`config.mk`:
```
export PLATFORM = sky130hd
export DESIGN_NAME = csrt_xpose
export DESIGN_NICKNAME = d
export VERILOG_FILES = /design/src/rtl/csrt_pkg.sv /design/src/rtl/csrt_xpose.sv
export SDC_FILE = /design/constraint.sdc
export NUM_CORES = 1
export LEC_CHECK = 0
export ABC_AREA = 1
export BUFFER_PORTS_ARGS = -buffer_cell sky130_fd_sc_hd__buf_2
export CAP_MARGIN = 20
export CORE_UTILIZATION = 55
export DETAILED_ROUTE_END_ITERATION = 7
export PLACE_DENSITY_LB_ADDON = 0.1
export SYNTH_ARGS = -nofsm -noshare
export SYNTH_HDL_FRONTEND = slang
export SYNTH_SLANG_ARGS = --single-unit
```
`constraint.sdc`:
```
create_clock -name clock -period 10.7 [get_ports clock]
set_input_delay 2.14 -clock clock [delete_from_list [all_inputs] [get_ports clock]]
set_output_delay 2.14 -clock clock [all_outputs]
set_load 0.02 [all_outputs]
```
`src/rtl/csrt_pkg.sv`:
```
// Types and constants of the sparse transpose unit.
`timescale 1ns / 1ps
`default_nettype none
package csrt_pkg;

   localparam int ROW_W     = 6;
   localparam int COL_W     = 6;
   localparam int TAG_W     = 8;
   localparam int POS_W     = 9;
   localparam int CFG_W     = 7;
   localparam int CSR_IDX_W = 1;

   localparam logic [CSR_IDX_W-1:0] REG_NUM_ROWS = 1'd0;
   localparam logic [CSR_IDX_W-1:0] REG_NUM_COLS = 1'd1;

   localparam logic KIND_LOAD = 1'b0;
   localparam logic KIND_READ = 1'b1;

   typedef struct packed {
      logic             kind;
      logic [ROW_W-1:0] src_row;
      logic [COL_W-1:0] src_col;
      logic [TAG_W-1:0] tag_value;
      logic             last_entry;
      logic [POS_W-1:0] read_pos;
   } req_type;

   typedef struct packed {
      logic [POS_W-1:0] row_start;
      logic [ROW_W-1:0] entry_col;
      logic [TAG_W-1:0] entry_tag;
      logic [POS_W-1:0] entry_total;
      logic             load_error;
   } rsp_type;

   // memory strobes and status from the transpose sequencer
   typedef struct packed {
      logic held_re;
      logic cs_re;
      logic cs_we;
      logic out_we;
      logic busy;
      logic done;
   } xpose_ctl_type;

endpackage
`default_nettype wire

```
`src/rtl/csrt_xpose.sv`:
```
// Transpose sequencer: column count, prefix sum and scatter over the stores.
`timescale 1ns / 1ps
`default_nettype none
module csrt_xpose #(
   parameter int MAX_ENTRIES = 256,
   parameter int MAX_DIM     = 64,
   parameter int TAG_BITS    = 8
) (
   input  logic                                       clock,
   input  logic                                       reset,
   input  logic                                       start,
   input  logic [$clog2(MAX_ENTRIES+1)-1:0]           count,
   input  logic [$clog2(MAX_DIM+1)-1:0]               nc,
   input  logic [csrt_pkg::ROW_W-1:0]                 held_row,
   input  logic [csrt_pkg::COL_W-1:0]                 held_col,
   input  logic [TAG_BITS-1:0]                        held_tag,
   input  logic [$clog2(MAX_ENTRIES+1)-1:0]           cs_rdata,
   output csrt_pkg::xpose_ctl_type                    ctl,
   output logic [((MAX_ENTRIES > 1) ? $clog2(MAX_ENTRIES) : 1)-1:0] held_addr,
   output logic [$clog2(MAX_DIM+1)-1:0]               cs_addr,
   output logic [$clog2(MAX_ENTRIES+1)-1:0]           cs_wdata,
   output logic [((MAX_ENTRIES > 1) ? $clog2(MAX_ENTRIES) : 1)-1:0] out_addr,
   output logic [csrt_pkg::ROW_W-1:0]                 out_row,
   output logic [TAG_BITS-1:0]                        out_tag
);
   import csrt_pkg::*;

   localparam int AW = (MAX_ENTRIES > 1) ? $clog2(MAX_ENTRIES) : 1;
   localparam int CW = $clog2(MAX_ENTRIES + 1);
   localparam int DW = $clog2(MAX_DIM + 1);
   localparam int FW = (MAX_DIM > 1) ? $clog2(MAX_DIM) : 1;

   typedef enum logic [3:0] {
      S_IDLE, S_CNT_RD, S_CNT_CS, S_CNT_WR, S_PFX_RD, S_PFX_WR,
      S_SC_RD, S_SC_FP, S_SC_WR
   } state_type;

   state_type       state_ff, state_in;
   logic [CW-1:0]   idx_ff, idx_in;
   logic [DW-1:0]   pfx_ff, pfx_in;
   logic [CW-1:0]   total_ff, total_in;

   logic [CW-1:0]   fill_mem [MAX_DIM];
   logic [CW-1:0]   fill_q;
   logic            fill_re, fill_we;
   logic [FW-1:0]   fill_addr;
   logic [CW-1:0]   fill_wdata;
   logic            col_ok;

   assign col_ok = (32'(held_col) < 32'(nc));

   always_comb begin
      state_in   = state_ff;
      idx_in     = idx_ff;
      pfx_in     = pfx_ff;
      total_in   = total_ff;
      ctl        = '0;
      ctl.busy   = (state_ff != S_IDLE);
      held_addr  = idx_ff[AW-1:0];
      cs_addr    = DW'(held_col);
      cs_wdata   = cs_rdata + CW'(1);
      out_addr   = fill_q[AW-1:0];
      out_row    = held_row;
      out_tag    = held_tag;
      fill_re    = 1'b0;
      fill_we    = 1'b0;
      fill_addr  = FW'(held_col);
      fill_wdata = fill_q + CW'(1);
      case (state_ff)
         S_IDLE: begin
            if (start) begin
               idx_in   = '0;
               state_in = S_CNT_RD;
            end
         end
         S_CNT_RD: begin
            if (idx_ff == count) begin
               pfx_in   = '0;
               total_in = '0;
               state_in = S_PFX_RD;
            end else begin
               ctl.held_re = 1'b1;
               state_in    = S_CNT_CS;
            end
         end
         S_CNT_CS: begin
            if (col_ok) begin
               ctl.cs_re = 1'b1;
               state_in  = S_CNT_WR;
            end else begin
               idx_in   = idx_ff + CW'(1);
               state_in = S_CNT_RD;
            end
         end
         S_CNT_WR: begin
            ctl.cs_we = 1'b1;
            idx_in    = idx_ff + CW'(1);
            state_in  = S_CNT_RD;
         end
         S_PFX_RD: begin
            ctl.cs_re = 1'b1;
            cs_addr   = pfx_ff;
            state_in  = S_PFX_WR;
         end
         S_PFX_WR: begin
            ctl.cs_we  = 1'b1;
            cs_addr    = pfx_ff;
            cs_wdata   = total_ff;
            fill_we    = (pfx_ff < nc);
            fill_addr  = FW'(pfx_ff);
            fill_wdata = total_ff;
            total_in   = total_ff + cs_rdata;
            if (pfx_ff == nc) begin
               idx_in   = '0;
               state_in = S_SC_RD;
            end else begin
               pfx_in   = pfx_ff + DW'(1);
               state_in = S_PFX_RD;
            end
         end
         S_SC_RD: begin
            if (idx_ff == count) begin
               ctl.done = 1'b1;
               state_in = S_IDLE;
            end else begin
               ctl.held_re = 1'b1;
               state_in    = S_SC_FP;
            end
         end
         S_SC_FP: begin
            if (col_ok) begin
               fill_re  = 1'b1;
               state_in = S_SC_WR;
            end else begin
               idx_in   = idx_ff + CW'(1);
               state_in = S_SC_RD;
            end
         end
         S_SC_WR: begin
            ctl.out_we = (32'(fill_q) < MAX_ENTRIES);
            fill_we    = 1'b1;
            idx_in     = idx_ff + CW'(1);
            state_in   = S_SC_RD;
         end
         default: state_in = S_IDLE;
      endcase
   end

   always_ff @(posedge clock) begin
      if (reset) begin
         state_ff <= S_IDLE;
         idx_ff   <= '0;
         pfx_ff   <= '0;
         total_ff <= '0;
      end else begin
         state_ff <= state_in;
         idx_ff   <= idx_in;
         pfx_ff   <= pfx_in;
         total_ff <= total_in;
      end
   end

   // per-column fill pointers
   always_ff @(posedge clock) begin
      if (fill_we) begin
         fill_mem[fill_addr] <= fill_wdata;
      end
      if (fill_re) begin
         fill_q <= fill_mem[fill_addr];
      end
   end

endmodule
`default_nettype wire

```
# Yosys cells after proc, flatten, opt, wreduce, memory -nomap -nowiden
# Memories as Yosys holds them, arrays and structs flattened. A register that Yosys moved wholly into a read port is not among the register bits.
# Cells that the tools add are included.
[totals]
ram_bits = 576
elab_cells = 72
regBits = 29
n_memories = 1
[mem_list]
columns = ["name", "depth", "word_bits", "read_ports", "rd_clocked_by_memory_dff", "wr", "line_no", "source"]
rows = [
  ["fill_mem", 64, 9, 1, 1, 1, "csrt_xpose.sv:43", "logic [CW-1:0] fill_mem [MAX_DIM];"],
]
[op_classes]
muxes = 32
n_reduce_logical = 12
n_eq_ne = 15
magnitude_cmp = 3
addsub = 5
[op_table]
columns = ["cell", "n"]
rows = [
  ["2-to-1 mux 9 bit", 6],
  ["case mux 4 bit (9 select lines)", 1],
  ["case mux 9 bit (4 select lines)", 1],
  ["adder 9 x 1 -> 9 bit (second input constant)", 3],
  ["2-to-1 mux 7 bit", 3],
  ["case mux 9 bit (2 select lines)", 1],
  ["== test 4 x 3 -> 1 bit (second input constant)", 4],
  ["case mux 7 bit (2 select lines)", 1],
  ["2-to-1 mux 1 bit", 10],
  ["inequality test 2 bit (second input constant)", 5],
  ["OR reduction 2 bit", 5],
  ["adder 9 bit", 1],
  ["== test 9 bit", 1],
  ["< comparator 9 bit (second input constant)", 1],
  ["== test 4 x 2 -> 1 bit (second input constant)", 2],
  ["2-to-1 mux 4 bit", 2],
  ["nonzero test 4 bit", 2],
  ["adder 7 x 1 -> 7 bit (second input constant)", 1],
  ["== test 7 bit", 1],
  ["< comparator 6 x 7 -> 1 bit", 1],
  ["< comparator 7 bit", 1],
  ["2-to-1 mux 3 bit", 2],
  ["2-to-1 mux 6 bit", 1],
  ["== test 4 x 1 -> 1 bit (second input constant)", 1],
  ["8 further kinds", 10],
]

# Logic depth before layout (Yosys ltp)
# Gate-level depths: netlist of run 1.
[depth]
depth_word = 4
mapped_depth = 17
depth_no_buf = 16

# Worst setup path after synthesis of run 1
# No wires, ideal clock.
[synth_path]
kind = "input to output"
start = "input port nc[4]"
end = "output port ctl[4] (netlist name)"
t_required_ns = 8.560
path_slack_ns = 5.220
arrival_time_ns = 3.340
path_stages = 8
cell_sequence = "inv_1 > ha_1 > a21oi_1 > nor3_1 > a21oi_1 > nand2_1 > or2_2 > nand2_1"
[synth_lines]
columns = ["element", "line_no", "source"]
rows = [
  ["start: declaration", "csrt_xpose.sv:13", "input logic [$clog2(MAX_DIM+1)-1:0] nc,"],
  ["end: declaration", "csrt_xpose.sv:18", "output csrt_pkg::xpose_ctl_type ctl,"],
]

# Worst setup path after layout of run 1
[layout_path]
start = "input port held_col[0] (netlist name)"
end = "memory fill_mem[37][0] (netlist name) (enable)"
[layout_via]
elab_chain_cells = 1
[layout_rtl]
columns = ["element", "line_no", "source"]
rows = [
  ["start: declaration", "csrt_xpose.sv:15", "input logic [csrt_pkg::COL_W-1:0] held_col,"],
  ["2-to-1 mux 6 bit", "csrt_xpose.sv:69", "case (state_ff)"],
  ["end: declaration", "csrt_xpose.sv:43", ""],
]
# No other way between the ends.

==> results of run 1 <==
[kinds of logic after synthesis]
| family | after synthesis | synth area share, % |
|---|---|---|
| and+or+nand+nor | 1928 | 27.5 |
| DFF | 614 | 64.2 |
| buffers and inverters | 289 | 4.61 |
| AOI/OAI and AO/OA | 94 | 1.90 |
| xor gates and xnor gates | 21 | 0.651 |
| adders and majority gates | 25 | 1.13 |
[sequential cells by signal (all words and copies together), names as in the netlist]
register  flops
state_ff      4
total_ff      9
fill_q        9
idx_ff        9
fill_mem    576
pfx_ff        7
[layer usage]
metal	part of all wire, %	vias up	track usage [%]
li1	-	9760	-
met1	42	9770	40.1
met2	46	932	45.0
met3	8.7	144	6.04
met4	2.9	2	9.31
met5	0.019	-	0
[metrics by stage]
| step | area (um2) | setup slack, ns | hold WS (ns) | power (mW) | std cells |
|---|---|---|---|---|---|
| floorplan | 28300 | 5.22 | 0.458 | 2.87 | 2971 |
| global placement | 28900 | 4.49 | 0.470 | 2.94 | 3556 |
| detailed placement | 28900 | 4.40 | 0.480 | 2.95 | 3556 |
| CTS | 31000 | 4.97 | 0.488 | 5.20 | 3673 |
| global route | 31100 | 4.67 | 0.508 | 5.33 | 3675 |
| finish | 31100 | 4.94 | 0.483 | 5.18 | 3675 |
[synth_stat cells, drive strengths merged]
library cell  instances  area share, %
xor2                  8           0.25
a22oi                 1          0.027
o2111ai               1          0.031
inv                 110            1.5
nor4                  3          0.088
nor2                142            1.9
nand2              1442             19
buf                 130            2.5
nand3               308            5.5
edfxtp              585             62
or2                   8           0.18
nand3b                3          0.080
clkbuf               49           0.65
o211ai                2          0.053
o21bai                1          0.027
a32oi                 2          0.062
a31oi                 1          0.022
o22ai                 2          0.044
ha                   24            1.1
a21oi                38           0.67
a31o                  1          0.031
fa                    1          0.071
nand4                 9           0.20
dfxtp                29            2.1
a21boi                1          0.027
o31ai                 4           0.11
nor3                 13           0.44
o21ai                40           0.80
xnor2                13           0.40
[worst max-delay path by stage]
stage                           start                         to  cells past startpoint
after floorplan                 nc[4]                     ctl[4]                      8
after global placement    held_col[0]  fill_mem[37][1]$_DFFE_PP_                      7
after detailed placement  held_col[0]  fill_mem[39][8]$_DFFE_PP_                      7
after CTS                       nc[4]                     ctl[4]                     10
after global routing      held_col[0]  fill_mem[37][5]$_DFFE_PP_                      7
final                     held_col[0]  fill_mem[37][0]$_DFFE_PP_                      7
[critical path, stage by stage]
cell     delay (ns)
buf_2          0.08
inv_1          0.10
nand2_8        0.44
nand2_4        0.60
inv_1          0.75
nand3_1        0.90
nor2_1         0.90
[cell usage in the layout, fill, tap and decap left out, types with 4 or more instances in the layout]
master,count
a21oi_1,38
buf_2,71
buf_4,21
bufinv_16,6
clkbuf_1,14
clkbuf_16,69
clkinv_1,7
clkinv_2,14
dfxtp_1,29
edfxtp_1,585
ha_1,24
inv_1,100
inv_2,9
nand2_1,1431
nand2_2,8
nand3_1,307
nand4_1,9
nor2_1,136
nor2_2,6
nor3_1,5
nor3_2,5
o21ai_0,34
o21ai_4,4
or2_2,8
xnor2_1,13
xor2_1,8
[report_power, final]
group          total [mW]  internal (mW)  switching [mW]  leakage (nW)
Clock                2.28           1.34           0.934          1.06
Sequential           2.60           2.59         0.00331          5.49
Combinational       0.305         0.0829           0.222          6.43
Total                5.18           4.02            1.16          13.0
[area by class of cell]
cell class | instances | area, um2
well taps | 672 | 841
repair buffers | 94 | 561
inverters | 110 | 415
flip-flops and latches | 614 | 18100
clock buffers | 85 | 1810
clock inverters | 32 | 345
fillers | 4200 | 19400
multi-input cells | 2068 | 8940
==> impl_metrics.csv, run 1 <==
group,metric,value,unit
outcome,outcome,"completed",
critical_path,critical_path_peak_fanout,83,
sta,tightest_slew,1.13,ns
layout,n_antenna_cell,0,
sta,period_minus_slack,5.76,ns
sta,max_clock_freq,174,MHz
critical_path,r2r.worst_path.cells,8,
sta,slew_viol_final,0,
clock_network,clock_latency,0.62,ns
layout,finalNetCount,3027,
clock_network,post_cts.repair.setup_buffers,0,
clock_network,ctsHtreeMaxLevel,3,
clock_network,cts_hold_buf,0,
worst_hold_path,hold_depth,2,
global_route,overflow,0,
yosys,syn-num-nets,3044,
power,powerDensity,167,mW/mm2
layout,area_delta_synth_final,9.82,%
die,die_w,229,um
worst_hold_path,holdCritPathClass,"reg -> reg",
yosys,synth-seq-area-share,64.2,%
sta,hold_viol,0,
critical_path,cp.arrival,5.99,ns
clock_network,post_cts_resized,0,
routing,postRouteAntennaNets,0,
clock_network,cts_sinks,614,
clock_network,root_buffer,"clkbuf_16",
job,drv_cap,0,
die,die_area,0.0523,mm2
power,p_leak,13.0,nW
routing,first_pass_iters,6,
die,die_h,229,um
clock_network,path_clk_slew,0.06,ns
die,start_util,56.0,%
clock_network,cts_tree,"built",
yosys,synthCells,2971,
clock_network,cts_max_path_buffers,3,
die,rows,82,
yosys,synth_seq_cells,614,
critical_path,worstSetupEndpointType,"register",
global_route,grt_use_total,28.7,%
power,ir_drop,0.120,mV
critical_path,rr_startpoint,"state_ff[2]$_SDFFE_PP0N_",
global_route,grt_antenna_before_repair,1,
sta,min_period_over_period,53.9,%
sta,setup_viol,0,
sta,slew_headroom,24.4,%
yosys,netlist_area,0.0283,mm2
placement,place.gp.congestion,0.964,
critical_path,rrSetupSlack,5.31,ns
routing,drc,0,
sta,skew,0.0311,ns
worst_hold_path,hold_end,"total_ff[0]$_SDFFE_PP0N_",
critical_path,timing.rr.end,"fill_mem[37][0]$_DFFE_PP_",
worst_hold_path,hold_path.startpoint,"total_ff[0]$_SDFFE_PP0N_",
clock_network,numCtsBuffers,66,
placement,port_buffers,71,
critical_path,cp-start-kind,"input pin",
yosys,yosysWarningCount,0,
yosys,syn_avg_cell_area,9.52,um2
critical_path,worstPathRequired,10.93,ns
yosys,synth_cell_types,40,
die,io_pins,100,
sta,fin_setup_tns,0,ns
routing,drt_iter0_drc,2127,
global_route,grt_max_degree,231,
global_route,grt_pass1_wl,114000,um
sta,rsz0062_at_grt,"false",
routing,wl,74300,um
global_route,grt_pass1_vias,19825,
die,fp.coreArea,0.0505,mm2
critical_path,worstSetupPathType,"in -> reg",
layout,final_layout_size_suffix_gt1_share,8.09,%
placement,dp_hpwl,42600,um
routing,dr_total_vias,20608,
routing,wl_per_cell,20.2,um
layout,fin_util,61.5,%
routing,vias_per_cell,5.61,
(Power assumes the default switching activity.)
==> run 2, diff against run 1 <==
- clock period: 10.7 -> 5.65 ns (I/O delays scaled with it)
==> run 2 against run 1 <==
Count of clock-buffer cells in the layout down 5. Hold slack worse by 0.0012 ns. Combinational power is 90% higher. Worst setup slack got worse by 3.5 ns. Cell count increased by 0.57%. Sequential share of layout area shrank 0.32 points. Flip-flop and latch count unchanged. Non-clock buffer count is 20 higher.
==> impl_metrics.csv, run 2 (synthesis gave the netlist of run 1 again) <==
group,metric,value,unit
critical_path,critical_path_buf_inv_count,2,
clock_network,numCtsBuffers,67,
clock_network,post_cts.repair.setup_buffers,0,
global_route,grt_antenna_before_repair,0,
sta,hold_viol,0,
clock_network,cts_sinks,614,
sta,max_clock_freq,239,MHz
sta,skew,0.0250,ns
layout,n_antenna_cell,0,
routing,top_layer_used,"met4",
placement,port_buffers,71,
placement,dp_hpwl,44700,um
global_route,grt_use_total,29.0,%
global_route,overflow,0,
routing,dr_total_vias,20749,
critical_path,worstPathRequired,5.87,ns
sta,period_minus_slack,4.19,ns
routing,wl_met2,35600,um
die,fp.coreArea,0.0505,mm2
routing,wl_per_cell,20.2,um
critical_path,worstSetupPathType,"reg -> reg",
sta,slew_viol_final,0,
layout,final_common_cell,"nand2_1",
clock_network,cts_tree,"built",
die,die_area,0.0523,mm2
clock_network,ctsHtreeMaxLevel,3,
routing,postRouteAntennaNets,0,
clock_network,root_buffer,"clkbuf_16",
power,power.share.sequential,49.7,%
global_route,grt_max_degree,103,
die,die_h,229,um
power,p_clk_share,44.5,%
sta,min_period_over_period,74.2,%
outcome,outcome,"completed",
die,io_pins,100,
routing,vias_per_cell,5.61,
sta,fin_setup_tns,0,ns
global_route,grt_pass1_vias,20123,
layout,final_cell_mix,"nand2_1 (1431), edfxtp_1 (585), nand3_1 (307)",
clock_network,path_clk_slew,0.06,ns
die,die_w,229,um
clock_network,cts_hold_buf,0,
sta,rsz0062_at_grt,"false",
critical_path,critical_path_peak_fanout,46,
clock_network,cts_max_path_buffers,3,
critical_path,crit_path_max_incr_delay,0.94,ns
placement,dp_slack,1.05,ns
critical_path,worstSetupEndpointType,"register",
routing,first_pass_iters,6,
sta,slew_headroom,23.6,%
routing,wl,74700,um
layout,regMostFlops,"fill_mem",
critical_path,crit_path_top_delay_cell,"nor2_1",
routing,drc,0,
routing,met3_length,5850,um
power,powerDensity,317,mW/mm2
layout,area_delta_synth_final,10.4,%
die,rows,82,
power,ir_drop,0.254,mV
routing,drt_iter0_drc,2232,
clock_network,clock_latency,0.61,ns
die,start_util,56.0,%
layout,final_layout_size_suffix_gt1_share,8.63,%
sta,tightest_slew,1.15,ns
sta,setup_ws,1.46,ns
sta,setup_viol,0,
layout,finalNetCount,3048,
critical_path,critPathTopFamily,"simple AND/OR/NAND/NOR gates",
power,p_leak,13.1,nW
layout,largest_register_ffs,576,
placement,place.gp.congestion,0.906,
clock_network,post_cts_resized,0,
power,switching_share,22.2,%
power,power_frac_comb,5.8,%
routing,routedLengthMet1,31000,um
critical_path,cp-start-kind,"register",
job,drv_cap,0,
layout,fin_util,61.9,%
power,p_sw,2.20,mW
critical_path,cp.arrival,4.41,ns
worst_hold_path,holdCritPathClass,"reg -> reg",
critical_path,path_cells,"inv_2 > nor2_2 > nand2_2 > nand2_8 > nand2_4 > inv_1 > nand3_1 > nor2_1",
global_route,grt_pass1_wl,116000,um
power,internal_power,7.71,mW
-- run 2: cell count changes in the layout (fill, tap and decap cells not counted) --
cell	delta
inv_16	-1
clkinv_4	+1
clkbuf_8	-2
clkinv_1	+4
clkinv_2	-2
buf_4	+19
inv_6	+2
bufinv_16	+4
clkbuf_16	-2
clkbuf_1	-1
clkinv_8	-2
buf_16	-1
buf_12	+2
-- run 2: metal layers --
metal	track usage, %	up-vias
met1	40.3	9946
met2	47.0	849
met4	10.4	0
met5	0	-
li1	-	9807
met3	4.02	147
-- run 2: area by class of cell --
type	count	area, um2
Clock buffer	80	1730
Clock inverter	38	444
Fill cell	4222	19300
Inverter	110	415
Multi-Input combinational cell	2068	8940
Sequential cell	614	18100
Tap cell	672	841
Timing Repair Buffer	114	716
-- run 2: stage by stage --
step           instance area, um2  power [mW]  hold WS [ns]  cells
2_1_floorplan               28300        5.43         0.458   2971
3_3_place_gp                29000        5.58         0.470   3576
3_5_place_dp                29000        5.59         0.477   3576
4_1_cts                     31200        9.94         0.484   3694
5_1_grt                     31200        10.2         0.512   3696
6_report                    31200        9.91         0.482   3696
-- run 2: power groups by stage --
stage	logic, mW	clock network, mW	registers (mW)
after floorplan	0.415	0	5.01
after global placement	0.566	0	5.01
after global routing	0.644	4.61	4.92
final	0.579	4.41	4.92
after detailed placement	0.571	0	5.02
after CTS	0.574	4.45	4.92
-- run 2: worst reg2reg max path: cells and delay by family, from the launching register on --
family                 cells  cell delay (ns)
buffers and inverters      2             0.51
flip-flops                 1             0.42
AND/OR/NAND/NOR            6             2.86
-- run 2: path summary, 6_finish.rpt --
check	start	endpoint	slack (ns)	cells after the start
min	total_ff[0]$_SDFFE_PP0N_	total_ff[0]$_SDFFE_PP0N_	0.48	2
max reg2reg	state_ff[0]$_SDFFE_PP0N_	fill_mem[5][1]$_DFFE_PP_	1.46	8
min reg2reg	total_ff[0]$_SDFFE_PP0N_	total_ff[0]$_SDFFE_PP0N_	0.48	2
max	state_ff[0]$_SDFFE_PP0N_	fill_mem[5][1]$_DFFE_PP_	1.46	8
==> run 3, diff against run 2 <==
- clock period: 5.65 -> 4.3 ns (I/O delays scaled with it)
==> run 3 against run 2 <==
Critical path depth increased by 1. Combinational power is 32% higher. First-iteration DRC count down 6.0%. Largest power group unchanged. Die area stayed put. Non-clock buffer count is 60 higher. Register-to-register slack got worse by 0.62 ns. Clock power is 24% higher. Critical endpoint is now fill_mem[45][8]$_DFFE_PP_. Hold slack better by 0.011 ns.
==> impl_metrics.csv, run 3 (synthesis gave the netlist of run 1 again) <==
group,metric,value,unit
sta,setup_viol,0,
layout,multi_input_area,0.00894,mm2
global_route,grt_pass1_wl,118000,um
clock_network,path_clk_slew,0.06,ns
routing,postRouteAntennaNets,0,
critical_path,crit_path_top_delay_cell,"inv_1",
layout,final_cell_mix,"nand2_1 (1431), edfxtp_1 (585), nand3_1 (307)",
outcome,outcome,"completed",
die,io_pins,100,
sta,hold_viol,0,
worst_hold_path,hold_path.startpoint,"total_ff[7]$_SDFFE_PP0N_",
sta,slew_headroom,28.8,%
layout,n_antenna_cell,0,
critical_path,rr_startpoint,"state_ff[2]$_SDFFE_PP0N_",
critical_path,critical_path_peak_fanout,36,
placement,place.gp.congestion,0.955,
power,p_total,12.7,mW
worst_hold_path,holdCritPathClass,"reg -> reg",
die,die_h,229,um
layout,regMostFlops,"fill_mem",
critical_path,rrSetupSlack,0.84,ns
worst_hold_path,hold_end,"total_ff[7]$_SDFFE_PP0N_",
worst_hold_path,hold_depth,2,
layout,largest_register_ffs,576,
clock_network,cts_tree,"built",
clock_network,cts_hold_buf,0,
clock_network,cts_sinks,614,
critical_path,r2r.worst_path.cells,9,
clock_network,ctsHtreeMaxLevel,3,
power,powerDensity,402,mW/mm2
clock_network,clock_latency,0.61,ns
global_route,grt_antenna_before_repair,0,
die,rows,82,
die,die_w,229,um
layout,area_delta_synth_final,11.8,%
critical_path,worstSetupEndpointType,"register",
critical_path,worstSetupPathType,"reg -> reg",
sta,fin_setup_tns,0,ns
critical_path,cp-startpoint,"state_ff[2]$_SDFFE_PP0N_",
sta,period_minus_slack,3.46,ns
sta,skew,0.0257,ns
routing,drt_iter0_drc,2099,
critical_path,crit_path_frequent_cell,"inv_1",
critical_path,cp.arrival,3.76,ns
job,drv_cap,0,
layout,fillers,4173,
die,fp.coreArea,0.0505,mm2
global_route,grt_pass1_vias,20107,
routing,wl_per_cell,20.2,um
routing,wl,75900,um
routing,vias_per_cell,5.59,
critical_path,cp-start-kind,"register",
routing,dr_total_vias,20951,
critical_path,worstPathRequired,4.60,ns
clock_network,post_cts.repair.setup_buffers,0,
placement,dp_hpwl,45800,um
clock_network,numCtsBuffers,66,
global_route,grt_use_total,29.4,%
sta,min_period_over_period,80.5,%
routing,drc,0,
power,ir_drop,0.374,mV
critical_path,path_cells,"inv_1 > nor2_2 > nand2_2 > nand2_8 > nand2_4 > inv_1 > nand3_1 > nor2_1 > buf_4",
placement,dp_slack,0.787,ns
die,start_util,56.0,%
global_route,overflow,0,
critical_path,timing.rr.end,"fill_mem[45][8]$_DFFE_PP_",
sta,whs,0.493,ns
clock_network,post_cts_resized,0,
critical_path,crit_path_max_incr_delay,0.56,ns
clock_network,root_buffer,"clkbuf_16",
layout,finalNetCount,3107,
global_route,grt_max_degree,159,
placement,port_buffers,71,
layout,seq_area,0.0181,mm2
sta,rsz0062_at_grt,"false",
power,p_leak,13.4,nW
sta,slew_viol_final,0,
sta,max_clock_freq,289,MHz
sta,tightest_slew,1.07,ns
layout,final_common_cell,"nand2_1",
layout,final_layout_size_suffix_gt1_share,10.2,%
sta,setup_ws,0.839,ns
routing,first_pass_iters,8,
clock_network,cts_max_path_buffers,3,
die,die_area,0.0523,mm2
## run 3: cell count changes in the layout (fill, tap and decap cells not counted), sizes merged
cell / delta
buf: +60
bufinv: -6
clkbuf: +4
inv: -3
clkinv: -1
clkinvlp: +1
## run 3: where the power goes
group	switching, mW	internal [mW]	total, mW	leakage, nW
registers	0.00817	6.46	6.46	5.49
clock network	2.26	3.20	5.46	1.00
logic	0.554	0.213	0.766	6.87
total	2.83	9.86	12.7	13.4
## run 3: how the worst max path moves through the flow
stage,to,slack (ns),depth (start not counted)
after floorplan,fill_mem[0][0]$_DFFE_PP_,0.01,6
after global placement,fill_mem[63][4]$_DFFE_PP_,0.80,11
after detailed placement,fill_mem[63][4]$_DFFE_PP_,0.79,11
after CTS,fill_mem[63][0]$_DFFE_PP_,0.92,9
after global routing,fill_mem[63][4]$_DFFE_PP_,0.61,9
final,fill_mem[45][8]$_DFFE_PP_,0.84,9
## run 3: final cells by class
type	instances	share of cell area (%)
sequential	614	57.4
multi-input combinational	2068	28.3
clock buffer	84	5.71
timing repair buffer	174	3.85
tap	672	2.66
inverter	110	1.31
clock inverter	29	0.784
## run 3: through the flow
step / instances / area (um2) / util [%]
after floorplan: 2971 / 28300 / -
after global placement: 3638 / 29600 / 58.6
after detailed placement: 3638 / 29600 / 58.6
after CTS: 3751 / 31600 / 62.6
after global routing: 3751 / 31600 / 62.6
final: 3751 / 31600 / 62.6
## run 3: critical path: cells and delay by family, from the launching register on
kind                   cells  cell delay, ns
AND/OR/NAND/NOR            6            1.92
buffers and inverters      3            0.86
flip-flops                 1            0.35
## run 3: per-layer routing
metal	wire, um	track usage (%)
met5	0	0
met4	2270	10.2
met3	5950	5.13
met2	35200	46.2
met1	32400	41.4
